<file path="src/rtl/kwl_pkg.sv">
// types, constants and helper functions for the keyword / identifier / number lexer
package kwl_pkg;

    localparam int POSITION_BITS    = 16;
    localparam int MAX_TOKEN_LENGTH = 255;
    localparam int LEN_BITS         = $clog2(MAX_TOKEN_LENGTH + 1);
    localparam int START_OUT_BITS   = 16;
    localparam int LENGTH_OUT_BITS  = 8;

    // token queue between front and back, depth must be a power of two
    localparam int QUEUE_DEPTH = 4;
    localparam int QPTR_BITS   = $clog2(QUEUE_DEPTH);
    localparam int QCNT_BITS   = $clog2(QUEUE_DEPTH + 1);

    // keyword lengths
    localparam logic [2:0] KW_LEN_EXIT = 3'd4;
    localparam logic [2:0] KW_LEN_LET  = 3'd3;
    localparam logic [2:0] KW_LEN_BE   = 3'd2;

    // keyword slots in the alive mask
    localparam logic [1:0] KW_EXIT = 2'd0;
    localparam logic [1:0] KW_LET  = 2'd1;
    localparam logic [1:0] KW_BE   = 2'd2;

    // single-byte token characters
    localparam logic [7:0] CH_OPEN  = 8'h28;
    localparam logic [7:0] CH_CLOSE = 8'h29;
    localparam logic [7:0] CH_SEMI  = 8'h3B;

    typedef enum logic [2:0] {
        KIND_IDENT = 3'd0,
        KIND_EXIT  = 3'd1,
        KIND_LET   = 3'd2,
        KIND_BE    = 3'd3,
        KIND_INT   = 3'd4,
        KIND_OPEN  = 3'd5,
        KIND_CLOSE = 3'd6,
        KIND_SEMI  = 3'd7
    } t_kind;

    typedef enum logic [1:0] {
        MODE_IDLE  = 2'd0,
        MODE_IDENT = 2'd1,
        MODE_INT   = 2'd2
    } t_mode;

    typedef struct packed {
        t_kind                      kind;
        logic [START_OUT_BITS-1:0]  start;
        logic [LENGTH_OUT_BITS-1:0] length;
        logic                       sat;
        logic                       last;
    } t_token;

    // zero, one or two tokens produced by one byte
    typedef struct packed {
        logic [1:0] count;
        t_token     first;
        t_token     second;
    } t_push;

    function automatic logic is_letter(logic [7:0] c);
        return (c >= 8'h41 && c <= 8'h5A) || (c >= 8'h61 && c <= 8'h7A);
    endfunction

    function automatic logic is_digit(logic [7:0] c);
        return c >= 8'h30 && c <= 8'h39;
    endfunction

    function automatic logic [2:0] kw_len(logic [1:0] k);
        logic [2:0] res;
        unique case (k)
            KW_EXIT: res = KW_LEN_EXIT;
            KW_LET:  res = KW_LEN_LET;
            KW_BE:   res = KW_LEN_BE;
            default: res = 3'd0;
        endcase
        return res;
    endfunction

    // character of keyword k at position idx
    function automatic logic [7:0] kw_char(logic [1:0] k, logic [1:0] idx);
        logic [7:0] res;
        res = 8'h00;
        unique case (k)
            KW_EXIT: begin
                unique case (idx)
                    2'd0: res = 8'h65;
                    2'd1: res = 8'h78;
                    2'd2: res = 8'h69;
                    default: res = 8'h74;
                endcase
            end
            KW_LET: begin
                unique case (idx)
                    2'd0: res = 8'h6C;
                    2'd1: res = 8'h65;
                    default: res = 8'h74;
                endcase
            end
            KW_BE: begin
                res = (idx == 2'd0) ? 8'h62 : 8'h65;
            end
            default: res = 8'h00;
        endcase
        return res;
    endfunction

    // drop keywords that are already complete or whose next character does not match
    function automatic logic [2:0] narrow(logic [2:0] alive, logic [LEN_BITS-1:0] len,
                                          logic [7:0] c);
        logic [2:0] res;
        res = alive;
        for (int k = 0; k < 3; k++) begin
            if (len >= LEN_BITS'(kw_len(2'(k))) || kw_char(2'(k), len[1:0]) != c) begin
                res[k] = 1'b0;
            end
        end
        return res;
    endfunction

    // kind of a pending token from its scan state
    function automatic t_kind pending_kind(t_mode mode, logic [LEN_BITS-1:0] len,
                                           logic ovf, logic [2:0] alive);
        t_kind res;
        res = KIND_IDENT;
        if (mode == MODE_INT) begin
            res = KIND_INT;
        end else if (!ovf) begin
            if (alive[KW_EXIT] && len == LEN_BITS'(KW_LEN_EXIT)) begin
                res = KIND_EXIT;
            end else if (alive[KW_LET] && len == LEN_BITS'(KW_LEN_LET)) begin
                res = KIND_LET;
            end else if (alive[KW_BE] && len == LEN_BITS'(KW_LEN_BE)) begin
                res = KIND_BE;
            end
        end
        return res;
    endfunction

endpackage

</file>
<file path="src/rtl/kwl_queue.sv">
// short token queue between the scanning front and the output back
module kwl_queue (
    input  logic            i_clk,
    input  logic            i_rst_n,
    input  kwl_pkg::t_push  i_push,
    input  logic            i_pop,
    output kwl_pkg::t_token o_head,
    output logic            o_has_data,
    output logic            o_room
);
    import kwl_pkg::*;

    t_token                r_mem [QUEUE_DEPTH];
    logic [QPTR_BITS-1:0]  r_wr;
    logic [QPTR_BITS-1:0]  r_rd;
    logic [QCNT_BITS-1:0]  r_count;
    logic [QPTR_BITS-1:0]  w_wr_next;

    assign w_wr_next  = QPTR_BITS'(r_wr + 1'b1);
    assign o_head     = r_mem[r_rd];
    assign o_has_data = (r_count != '0);
    // room for the worst case of two tokens from one byte
    assign o_room     = (r_count <= QCNT_BITS'(QUEUE_DEPTH - 2));

    // entry storage
    always_ff @(posedge i_clk) begin
        if (i_push.count != 2'd0) begin
            r_mem[r_wr] <= i_push.first;
        end
        if (i_push.count == 2'd2) begin
            r_mem[w_wr_next] <= i_push.second;
        end
    end

    // pointers and fill count
    always_ff @(posedge i_clk) begin
        if (!i_rst_n) begin
            r_wr    <= '0;
            r_rd    <= '0;
            r_count <= '0;
        end else begin
            r_wr    <= QPTR_BITS'(r_wr + i_push.count);
            if (i_pop) begin
                r_rd <= QPTR_BITS'(r_rd + 1'b1);
            end
            r_count <= QCNT_BITS'(r_count + i_push.count - {1'b0, i_pop});
        end
    end

endmodule

</file>
<file path="src/rtl/kwl_front.sv">
// byte scanner: tracks the pending token and produces finished tokens
module kwl_front (
    input  logic           i_clk,
    input  logic           i_rst_n,
    input  logic           i_valid,
    output logic           o_ready,
    input  logic [7:0]     i_char_byte,
    input  logic           i_end_of_input,
    input  logic           i_room,
    output kwl_pkg::t_push o_push
);
    import kwl_pkg::*;

    t_mode                    r_mode,  n_mode,  s_mode;
    logic [POSITION_BITS-1:0] r_start, n_start, s_start;
    logic [LEN_BITS-1:0]      r_len,   n_len,   s_len;
    logic                     r_ovf,   n_ovf,   s_ovf;
    logic [2:0]               r_alive, n_alive, s_alive;
    logic [POSITION_BITS-1:0] r_pos,   n_pos;

    logic   w_accept;
    logic   w_letter;
    logic   w_digit;
    logic   w_flush_hit;
    logic   w_single_hit;
    logic   w_final_hit;
    logic   w_tail_hit;
    t_kind  w_single_kind;
    t_token w_flush_tok;
    t_token w_single_tok;
    t_token w_final_tok;
    t_token w_tail_tok;

    assign o_ready  = i_room;
    assign w_accept = i_valid && i_room;
    assign w_letter = is_letter(i_char_byte);
    assign w_digit  = is_digit(i_char_byte);

    // scan state update for the accepted byte
    always_comb begin
        s_mode        = r_mode;
        s_start       = r_start;
        s_len         = r_len;
        s_ovf         = r_ovf;
        s_alive       = r_alive;
        w_flush_hit   = 1'b0;
        w_single_hit  = 1'b0;
        w_single_kind = KIND_OPEN;
        if (w_accept) begin
            if (w_letter && r_mode != MODE_IDENT) begin
                // letter opens an identifier, closing any integer
                w_flush_hit = (r_mode != MODE_IDLE);
                s_mode      = MODE_IDENT;
                s_start     = r_pos;
                s_len       = LEN_BITS'(1);
                s_ovf       = 1'b0;
                s_alive     = narrow(3'b111, '0, i_char_byte);
            end else if (w_digit && r_mode == MODE_IDLE) begin
                // digit opens an integer
                s_mode  = MODE_INT;
                s_start = r_pos;
                s_len   = LEN_BITS'(1);
                s_ovf   = 1'b0;
                s_alive = 3'b111;
            end else if (w_letter || w_digit) begin
                // byte extends the pending token
                if (r_mode == MODE_IDENT) begin
                    s_alive = narrow(r_alive, r_len, i_char_byte);
                end
                if (r_len < LEN_BITS'(MAX_TOKEN_LENGTH)) begin
                    s_len = LEN_BITS'(r_len + 1'b1);
                end else begin
                    s_ovf = 1'b1;
                end
            end else begin
                // separator, punctuation or unrecognized byte
                w_flush_hit = (r_mode != MODE_IDLE);
                s_mode      = MODE_IDLE;
                s_len       = '0;
                s_ovf       = 1'b0;
                s_alive     = 3'b111;
                unique case (i_char_byte)
                    CH_OPEN: begin
                        w_single_hit  = 1'b1;
                        w_single_kind = KIND_OPEN;
                    end
                    CH_CLOSE: begin
                        w_single_hit  = 1'b1;
                        w_single_kind = KIND_CLOSE;
                    end
                    CH_SEMI: begin
                        w_single_hit  = 1'b1;
                        w_single_kind = KIND_SEMI;
                    end
                    default: w_single_hit = 1'b0;
                endcase
            end
        end
    end

    // next state, with a return to reset state after the final byte
    always_comb begin
        w_final_hit = 1'b0;
        n_mode      = s_mode;
        n_start     = s_start;
        n_len       = s_len;
        n_ovf       = s_ovf;
        n_alive     = s_alive;
        n_pos       = r_pos;
        if (w_accept) begin
            n_pos = POSITION_BITS'(r_pos + 1'b1);
            if (i_end_of_input) begin
                w_final_hit = (s_mode != MODE_IDLE);
                n_mode      = MODE_IDLE;
                n_start     = '0;
                n_len       = '0;
                n_ovf       = 1'b0;
                n_alive     = 3'b111;
                n_pos       = '0;
            end
        end
    end

    // token records
    always_comb begin
        w_flush_tok.kind   = pending_kind(r_mode, r_len, r_ovf, r_alive);
        w_flush_tok.start  = START_OUT_BITS'(r_start);
        w_flush_tok.length = LENGTH_OUT_BITS'(r_len);
        w_flush_tok.sat    = r_ovf;
        w_flush_tok.last   = 1'b0;

        w_single_tok.kind   = w_single_kind;
        w_single_tok.start  = START_OUT_BITS'(r_pos);
        w_single_tok.length = LENGTH_OUT_BITS'(1);
        w_single_tok.sat    = 1'b0;
        w_single_tok.last   = 1'b1;

        w_final_tok.kind   = pending_kind(s_mode, s_len, s_ovf, s_alive);
        w_final_tok.start  = START_OUT_BITS'(s_start);
        w_final_tok.length = LENGTH_OUT_BITS'(s_len);
        w_final_tok.sat    = s_ovf;
        w_final_tok.last   = 1'b1;

        // a single-byte token and the final flush never come together
        w_tail_hit = w_single_hit || w_final_hit;
        w_tail_tok = w_single_hit ? w_single_tok : w_final_tok;
    end

    // tokens handed to the queue, closed token first
    always_comb begin
        o_push.count  = {1'b0, w_flush_hit} + {1'b0, w_tail_hit};
        o_push.second = w_tail_tok;
        if (w_flush_hit) begin
            o_push.first      = w_flush_tok;
            o_push.first.last = !w_tail_hit;
        end else begin
            o_push.first = w_tail_tok;
        end
    end

    // scan state registers
    always_ff @(posedge i_clk) begin
        if (!i_rst_n) begin
            r_mode  <= MODE_IDLE;
            r_start <= '0;
            r_len   <= '0;
            r_ovf   <= 1'b0;
            r_alive <= 3'b111;
            r_pos   <= '0;
        end else begin
            r_mode  <= n_mode;
            r_start <= n_start;
            r_len   <= n_len;
            r_ovf   <= n_ovf;
            r_alive <= n_alive;
            r_pos   <= n_pos;
        end
    end

endmodule

</file>
<file path="src/rtl/kwl_back.sv">
// output register: takes tokens from the queue and holds them for the consumer
module kwl_back (
    input  logic                                 i_clk,
    input  logic                                 i_rst_n,
    input  kwl_pkg::t_token                      i_head,
    input  logic                                 i_has_data,
    output logic                                 o_pop,
    output logic                                 o_valid,
    input  logic                                 i_ready,
    output logic [2:0]                           o_token_kind,
    output logic [kwl_pkg::START_OUT_BITS-1:0]   o_token_start,
    output logic [kwl_pkg::LENGTH_OUT_BITS-1:0]  o_token_length,
    output logic                                 o_length_saturated,
    output logic                                 o_last_of_run
);
    import kwl_pkg::*;

    logic   r_valid;
    t_token r_tok;

    // load when the register is empty or its token is transferred
    assign o_pop = i_has_data && (!r_valid || i_ready);

    always_ff @(posedge i_clk) begin
        if (!i_rst_n) begin
            r_valid <= 1'b0;
        end else if (!r_valid || i_ready) begin
            r_valid <= i_has_data;
        end
    end

    always_ff @(posedge i_clk) begin
        if (o_pop) begin
            r_tok <= i_head;
        end
    end

    assign o_valid            = r_valid;
    assign o_token_kind       = r_tok.kind;
    assign o_token_start      = r_tok.start;
    assign o_token_length     = r_tok.length;
    assign o_length_saturated = r_tok.sat;
    assign o_last_of_run      = r_tok.last;

endmodule

</file>
<file path="src/rtl/keyword_ident_number_lexer.sv">
// top level of the keyword / identifier / number lexer
//
//  channel  | signals                                      | direction
//  ---------+----------------------------------------------+----------
//  byte in  | i_valid, o_ready, i_char_byte, i_end_of_input | input
//  token out| o_valid, i_ready, o_token_kind/start/length,  | output
//           | o_length_saturated, o_last_of_run            |
//
// an accepted byte's tokens pass through the token queue into the output
// register that drives o_valid; bytes are taken back to back while o_ready
// is high; a byte that closes a token and forms a punctuation token yields
// two tokens, which the single output register delivers in turn
// o_ready drops while the four-entry token queue has fewer than two free slots
// synchronous reset clears the scan state, the queue and the output valid
module keyword_ident_number_lexer (
    input  logic                                 i_clk,
    input  logic                                 i_rst_n,
    input  logic                                 i_valid,
    output logic                                 o_ready,
    input  logic [7:0]                           i_char_byte,
    input  logic                                 i_end_of_input,
    output logic                                 o_valid,
    input  logic                                 i_ready,
    output logic [2:0]                           o_token_kind,
    output logic [kwl_pkg::START_OUT_BITS-1:0]   o_token_start,
    output logic [kwl_pkg::LENGTH_OUT_BITS-1:0]  o_token_length,
    output logic                                 o_length_saturated,
    output logic                                 o_last_of_run
);
    import kwl_pkg::*;

    t_push  w_push;
    t_token w_head;
    logic   w_has_data;
    logic   w_room;
    logic   w_pop;

    // byte scanner
    kwl_front u_front (
        .i_clk          (i_clk),
        .i_rst_n        (i_rst_n),
        .i_valid        (i_valid),
        .o_ready        (o_ready),
        .i_char_byte    (i_char_byte),
        .i_end_of_input (i_end_of_input),
        .i_room         (w_room),
        .o_push         (w_push)
    );

    // token queue
    kwl_queue u_queue (
        .i_clk      (i_clk),
        .i_rst_n    (i_rst_n),
        .i_push     (w_push),
        .i_pop      (w_pop),
        .o_head     (w_head),
        .o_has_data (w_has_data),
        .o_room     (w_room)
    );

    // output register
    kwl_back u_back (
        .i_clk              (i_clk),
        .i_rst_n            (i_rst_n),
        .i_head             (w_head),
        .i_has_data         (w_has_data),
        .o_pop              (w_pop),
        .o_valid            (o_valid),
        .i_ready            (i_ready),
        .o_token_kind       (o_token_kind),
        .o_token_start      (o_token_start),
        .o_token_length     (o_token_length),
        .o_length_saturated (o_length_saturated),
        .o_last_of_run      (o_last_of_run)
    );

endmodule

</file>
<file path="config.mk">
export PLATFORM = sky130hd
export DESIGN_NAME = keyword_ident_number_lexer
export DESIGN_NICKNAME = d
export VERILOG_FILES = /design/src/rtl/kwl_pkg.sv /design/src/rtl/kwl_queue.sv /design/src/rtl/kwl_front.sv /design/src/rtl/kwl_back.sv /design/src/rtl/keyword_ident_number_lexer.sv
export SDC_FILE = /design/constraint.sdc
export NUM_CORES = 1
export LEC_CHECK = 0
export BUFFER_PORTS_ARGS = -buffer_cell sky130_fd_sc_hd__buf_2
export CAP_MARGIN = 20
export CELL_PAD_IN_SITES_DETAIL_PLACEMENT = 1
export CELL_PAD_IN_SITES_GLOBAL_PLACEMENT = 2
export CORE_ASPECT_RATIO = 0.8
export CORE_UTILIZATION = 44
export CTS_BUF_LIST = sky130_fd_sc_hd__clkbuf_4
export DETAILED_ROUTE_END_ITERATION = 12
export GPL_TIMING_DRIVEN = 1
export PLACE_DENSITY = 0.85
export SLEW_MARGIN = 15
export SYNTH_ARGS = -nofsm -noshare
export SYNTH_HDL_FRONTEND = slang
export SYNTH_SLANG_ARGS = --single-unit
</file>
<file path="constraint.sdc">
create_clock -name i_clk -period 4 [get_ports i_clk]
set_input_delay 0.2 -clock i_clk [delete_from_list [all_inputs] [get_ports i_clk]]
set_output_delay 0.2 -clock i_clk [all_outputs]
set_load 0.02 [all_outputs]
</file>
=== After elaboration in Yosys (flattened, before gate mapping) ===
Memories as Yosys holds them, arrays and structs flattened. A register that Yosys moved wholly into a read port is not among the register bits.
Index checks and enable logic that the tools add are counted.

* Register bits after elaboration: 54
* Bits in latches: 0
* RAM bits: 116
* ROM bits: 0
* Input bits: 13
* Output and inout port bits: 31
* Memories: 1

* Add/sub/neg operators: 8
* Multiply operators: 0
* Div/mod/pow operators: 0
* Order comparisons: 14
* Equal/unequal tests: 22
* Shift-type cells: 0
* Muxes and demuxes: 116
* Bitwise logic cells: 0
* Reduce and logical (&&, ||, !) cells: 32

{| class="wikitable"
|+ Memories
! memory !! words !! width !! rd ports !! clocked after Yosys merged registers in !! write ports !! line !! text
|-
| u_queue.r_mem || 4 || 29 || 1 || 1 || 2 || kwl_queue.sv:13 || <nowiki>t_token r_mem [QUEUE_DEPTH];</nowiki>
|}

{| class="wikitable"
|+ Operators by type and width
! cell !! count
|-
| $mux W8 || 28
|-
| $mux W3 || 41
|-
| $mux W16 || 6
|-
| $mux W29 || 2
|-
| $ne A8 B8 Y1 || 6
|-
| $eq A8 B2 Y1 const B || 4
|-
| $mux W1 || 28
|-
| $eq A8 B6 Y1 const B || 3
|-
| $ge A8 B3 Y1 || 3
|-
| $add A16 B1 Y16 const B || 1
|-
| $eq A8 B3 Y1 const B || 2
|-
| $ge A8 B7 Y1 const B || 2
|-
| $le A8 B7 Y1 const B || 2
|-
| $mux W2 || 8
|-
| $pmux W5 S3 || 1
|-
| $logic_and A1 B1 Y1 || 13
|-
| $logic_or A1 B1 Y1 || 10
|-
| $pmux W5 S2 || 1
|-
| $ge A1 B3 Y1 const A || 3
|-
| $add A8 B1 Y8 const B || 1
|-
| $eq A2 B2 Y1 const B || 4
|-
| $ge A8 B6 Y1 const B || 1
|-
| $le A8 B6 Y1 const B || 1
|-
| $lt A8 B8 Y1 const B || 1
|-
| other kinds (14) || 20
|}

=== Depth between registers and ports, before layout ===
* Depth after elaboration: 24
* Depth in mapped cells: 16
* Mapped depth without buffers: 14

=== Modules after synthesis ===
Synthesis repeated with hierarchy kept, for this count alone.

* Cells, all modules: 777
* Area total of the unflattened synthesis: 10372.4 sq um

{| class="wikitable"
|+ By module, submodules not included
! module !! times used !! cells each !! area each (sq um) !! seq. area each (sq um)
|-
| kwl_queue || 1 || 327 || 6104.6 || 3663.5
|-
| kwl_front || 1 || 417 || 3349.5 || 920.9
|-
| kwl_back || 1 || 33 || 918.4 || 890.9
|}

=== Least setup slack after synthesis ===
Ideal clock, no wire load.

* Kind: flip-flop to flip-flop
* Start: reg u_queue.r_count[1]
* End: mem u_queue.r_mem[2][10] (netlist bit), enable pin
* Setup time: 385 ps
* Arrival: 3211 ps
* Required time: 3615 ps
* Slack: 404 ps
* Cell stages (with the launch flop): 11
* Buffers on the path: 3
* Path through: dfxtp_1 > a21oi_1 > nand2_1 > clkbuf_1 > a21oi_1 > inv_1 > ha_1 > or3b_2 > clkbuf_1 > clkbuf_1 > nand2_1

{| class="wikitable"
|+ RTL lines
! what !! line !! text
|-
| start: declaration || kwl_queue.sv:16 || <nowiki>logic [QCNT_BITS-1:0] r_count;</nowiki>
|-
| start signal: assignment || kwl_queue.sv:46 || <nowiki>r_count <= QCNT_BITS'(r_count + i_push.count - {1'b0, i_pop});</nowiki>
|-
| end: declaration || kwl_queue.sv:13 ||
|}

==> impl_metrics.tcl <==
set metrics [dict create \
    avgViaCountPerCell 6.17 \
    syn_area_mm2 0.00958 \
    slowest_delay_ns 0.67 \
    holdCritStartpoint "i_valid" \
    cts_num_sinks 199 \
    grt_max_degree 41 \
    start_util 0.456 \
    synthCells 787 \
    status "finished clean" \
    p_int_mw 3.43 \
    async_flop_share 0 \
    relSlewSlack 0.300 \
    mostFrequentLayoutCell "edfxtp_1" \
    rows 47 \
    reg2reg_depth 10 \
    routed_wirelength_um 26300 \
    port_buffers 43 \
    htreeDepth 4 \
    p_clk_frac 0.212 \
    holdPathStages 5 \
    cp.required_ns 4.40 \
    cts-root-buf "clkbuf_4" \
    multi_input_area_mm2 0.00388 \
    core_mm2 0.0210 \
    finalCriticalPeriod_ns 3.57 \
    setup_viol 0 \
    avgSynthCellArea_um2 12.2 \
    gr-usage-all-layers 0.242 \
    path_max_fanout 9 \
    cp-start-kind "flip-flop" \
    die_area_mm2 0.0224 \
    min_path_type "in -> reg" \
    swShare 0.338 \
    skew_ns 0.0312 \
    hold_violations 0 \
    yosys_most_used_dff "edfxtp_1" \
    clk_path_buf_depth 2 \
    cp_data_arrival_time_ns 3.97 \
    final-seq-area_mm2 0.00540 \
    drt-pass1-iter-count 5 \
    drt_iter0_markers 573 \
    crit_path_top_delay_cell "dfxtp_1" \
    routed-via-count 6823 \
    overflow 0 \
    drc 0 \
    worst_pin_slew_ns 1.05 \
    grt_pass1_vias 7038 \
    r2r_slack_ns 0.43 \
    antenna_found_initial 1 \
    cp_num_buf_inv 0 \
    grt_setup_unrepaired "false" \
    drv_cap 0 \
    power_frac_seq 0.521 \
    hold_end "u_front.r_pos[1]" \
    avgRoutedWirePerCell_um 23.7 \
    r2r-end "u_queue.r_mem[0][27]" \
    p_per_area_mw_per_mm2 496 \
    fin_area_mm2 0.0105 \
    comb_power_share 0.267 \
    cts_tree "yes" \
    synthToLayoutAreaGrowth_pct 9.26 \
    cpLargestDelayFamily "simple AND/OR/NAND/NOR gates" \
    slew_viol_final 0 \
    ys_types 66 \
    ir_worst_vdd_uv 206 \
    worstSetupPathType "reg -> reg" \
    r2r-start "u_front.r_len[1]" \
    synth_edf_count 141 \
    die_w_um 167 \
    ys_seq_area_frac 0.563 \
    finalPower_mw 5.19 \
    finalCritPeriodShare 0.893 \
    fin_nets 850 \
    n_fill_cell 2176 \
    die-height_um 134 \
    crit_path_end_kind "flip-flop" \
    gp_congestion 0.875 \
    post_cts_resized 0 \
    numCtsBuffers 17 \
    grt_pass1_wl_um 41000 \
    ioPinCount 44 \
    syn-num-nets 814 \
    clk_pin_slew_ns 0.16 \
    ys_seq_elements 199 \
    dp_hpwl_um 17900 \
    path_cells "ha_1 > and2_1 > nand3_1 > nor3_1 > o21ai_0 > nand2_1 > nand2_1 > o41ai_2 > o21ai_1 > o21ai_0" \
    p_switching_mw 1.75 \
    clkLatencyLatePin_ns 0.60 \
    power.leakage_nw 3.66 \
    final_cell_mix "141 x edfxtp_1, 71 x nor2_1, 69 x a22o_1" \
    drive_gt1_frac 0.189 \
    place_area_mm2 0.0101 \
    ant_nets 0 \
    clock.fmax_mhz 280 \
    ys_warn_count 0 \
    final.setup.tns_ns 0 \
]
==> repair_timing <==
item	4_1_cts	5_1_grt
hold buffers	5	0
setup endpoints to repair	0	0
setup buffers	0	0
hold endpoints to repair	9	0
==> flip-flops by register name (all words and copies together), names as in the netlist <==
| name | cells |
|---|---|
| u_back.o_length_saturated | 1 |
| u_front.r_len | 8 |
| u_back.o_last_of_run | 1 |
| u_back.o_token_start | 16 |
| u_front.r_mode | 2 |
| u_front.r_pos | 16 |
| u_queue.r_count | 3 |
| u_back.o_valid | 1 |
| u_front.r_start | 16 |
| u_queue.r_rd | 2 |
| u_queue.r_wr | 2 |
| u_back.o_token_kind | 3 |
| u_queue.r_mem | 116 |
| u_back.o_token_length | 8 |
| u_front.r_ovf | 1 |
| u_front.r_alive | 3 |
==> area by class of cell <==
| type | instances | area share |
|---|---|---|
| inverter | 13 | 0.00466 |
| tap | 269 | 0.0322 |
| antenna | 1 | 0.000239 |
| timing repair buffer | 76 | 0.0478 |
| sequential | 199 | 0.516 |
| multi-input combinational | 516 | 0.371 |
| clock inverter | 15 | 0.0158 |
| clock buffer | 17 | 0.0122 |
==> per-layer routing <==
metal | track usage | up-vias | part of all wire
li1 | - | 3084 | -
met1 | 0.339 | 3501 | 0.46
met2 | 0.399 | 220 | 0.48
met3 | 0.0372 | 18 | 0.051
met4 | 0.0571 | 0 | 0.0096
met5 | 0 | - | 0
==> power groups by stage <==
stage	registers (mW)	logic, mW	clock network, mW
3_3_place_gp	2.77	1.28	0
5_1_grt	2.74	1.48	1.19
4_1_cts	2.71	1.40	1.12
3_5_place_dp	2.75	1.39	0
2_1_floorplan	2.86	0.793	0
6_report	2.70	1.38	1.10
==> worst min-delay path: cells and delay by family <==
kind | cells | cell delay (ns)
AOI/OAI and AO/OA | 1 | 0.06
buffers and inverters | 2 | 0.33
and+or+nand+nor | 2 | 0.17
==> cells by family (layout without fill, tap and decap cells) <==
family,count (synthesis),after routing,share of synthesized area
fa+ha+maj,14,14,0.0191
simple gates,232,232,0.119
other cells,0,1,0
mux,48,48,0.0882
xor+xnor,25,25,0.0229
buf+inv,72,121,0.0321
compound gates,197,197,0.156
flops,199,199,0.563
==> metrics by stage <==
stage	hold WS [ns]	std cells	utilization	setup slack [ns]
2_1_floorplan	0.354	787	-	0.404
3_3_place_gp	0.457	1067	0.481	0.397
3_5_place_dp	0.488	1068	0.482	0.272
4_1_cts	0.179	1105	0.498	0.505
5_1_grt	0.182	1106	0.498	0.331
6_report	0.212	1106	0.498	0.430
==> synth_stat cells (7+ instances only) <==
cell | number | share of area
dfxtp_1 | 58 | 0.12
nor2b_1 | 8 | 0.0052
clkbuf_1 | 36 | 0.014
o22ai_1 | 36 | 0.024
mux2i_1 | 18 | 0.019
nor3_1 | 9 | 0.0047
buf_1 | 7 | 0.0027
and3_1 | 9 | 0.0059
nand4_1 | 16 | 0.010
edfxtp_1 | 141 | 0.44
nand3_1 | 15 | 0.0078
a22o_1 | 69 | 0.063
a21oi_1 | 30 | 0.016
xor2_1 | 14 | 0.013
buf_2 | 9 | 0.0047
xnor2_1 | 11 | 0.010
ha_1 | 13 | 0.017
and2_1 | 15 | 0.0098
nand2_1 | 58 | 0.023
mux4_2 | 29 | 0.068
inv_1 | 11 | 0.0043
nor2_1 | 71 | 0.028
o21ai_0 | 13 | 0.0068
buf_4 | 7 | 0.0055
==> worst max path at each step <==
stage,from,end,slack [ns],cells after the start
2_1_floorplan,u_queue.r_count[1],u_queue.r_mem[2][10],0.40,10
3_3_place_gp,i_char_byte[4],u_queue.r_mem[1][21],0.40,12
3_5_place_dp,i_char_byte[4],u_queue.r_mem[1][13],0.27,12
4_1_cts,u_queue.r_count[1],u_queue.r_mem[1][13],0.50,10
5_1_grt,u_queue.r_count[1],u_queue.r_mem[1][19],0.33,10
6_report,u_front.r_len[1],u_queue.r_mem[0][27],0.43,10
(Power assumes the default switching activity.)
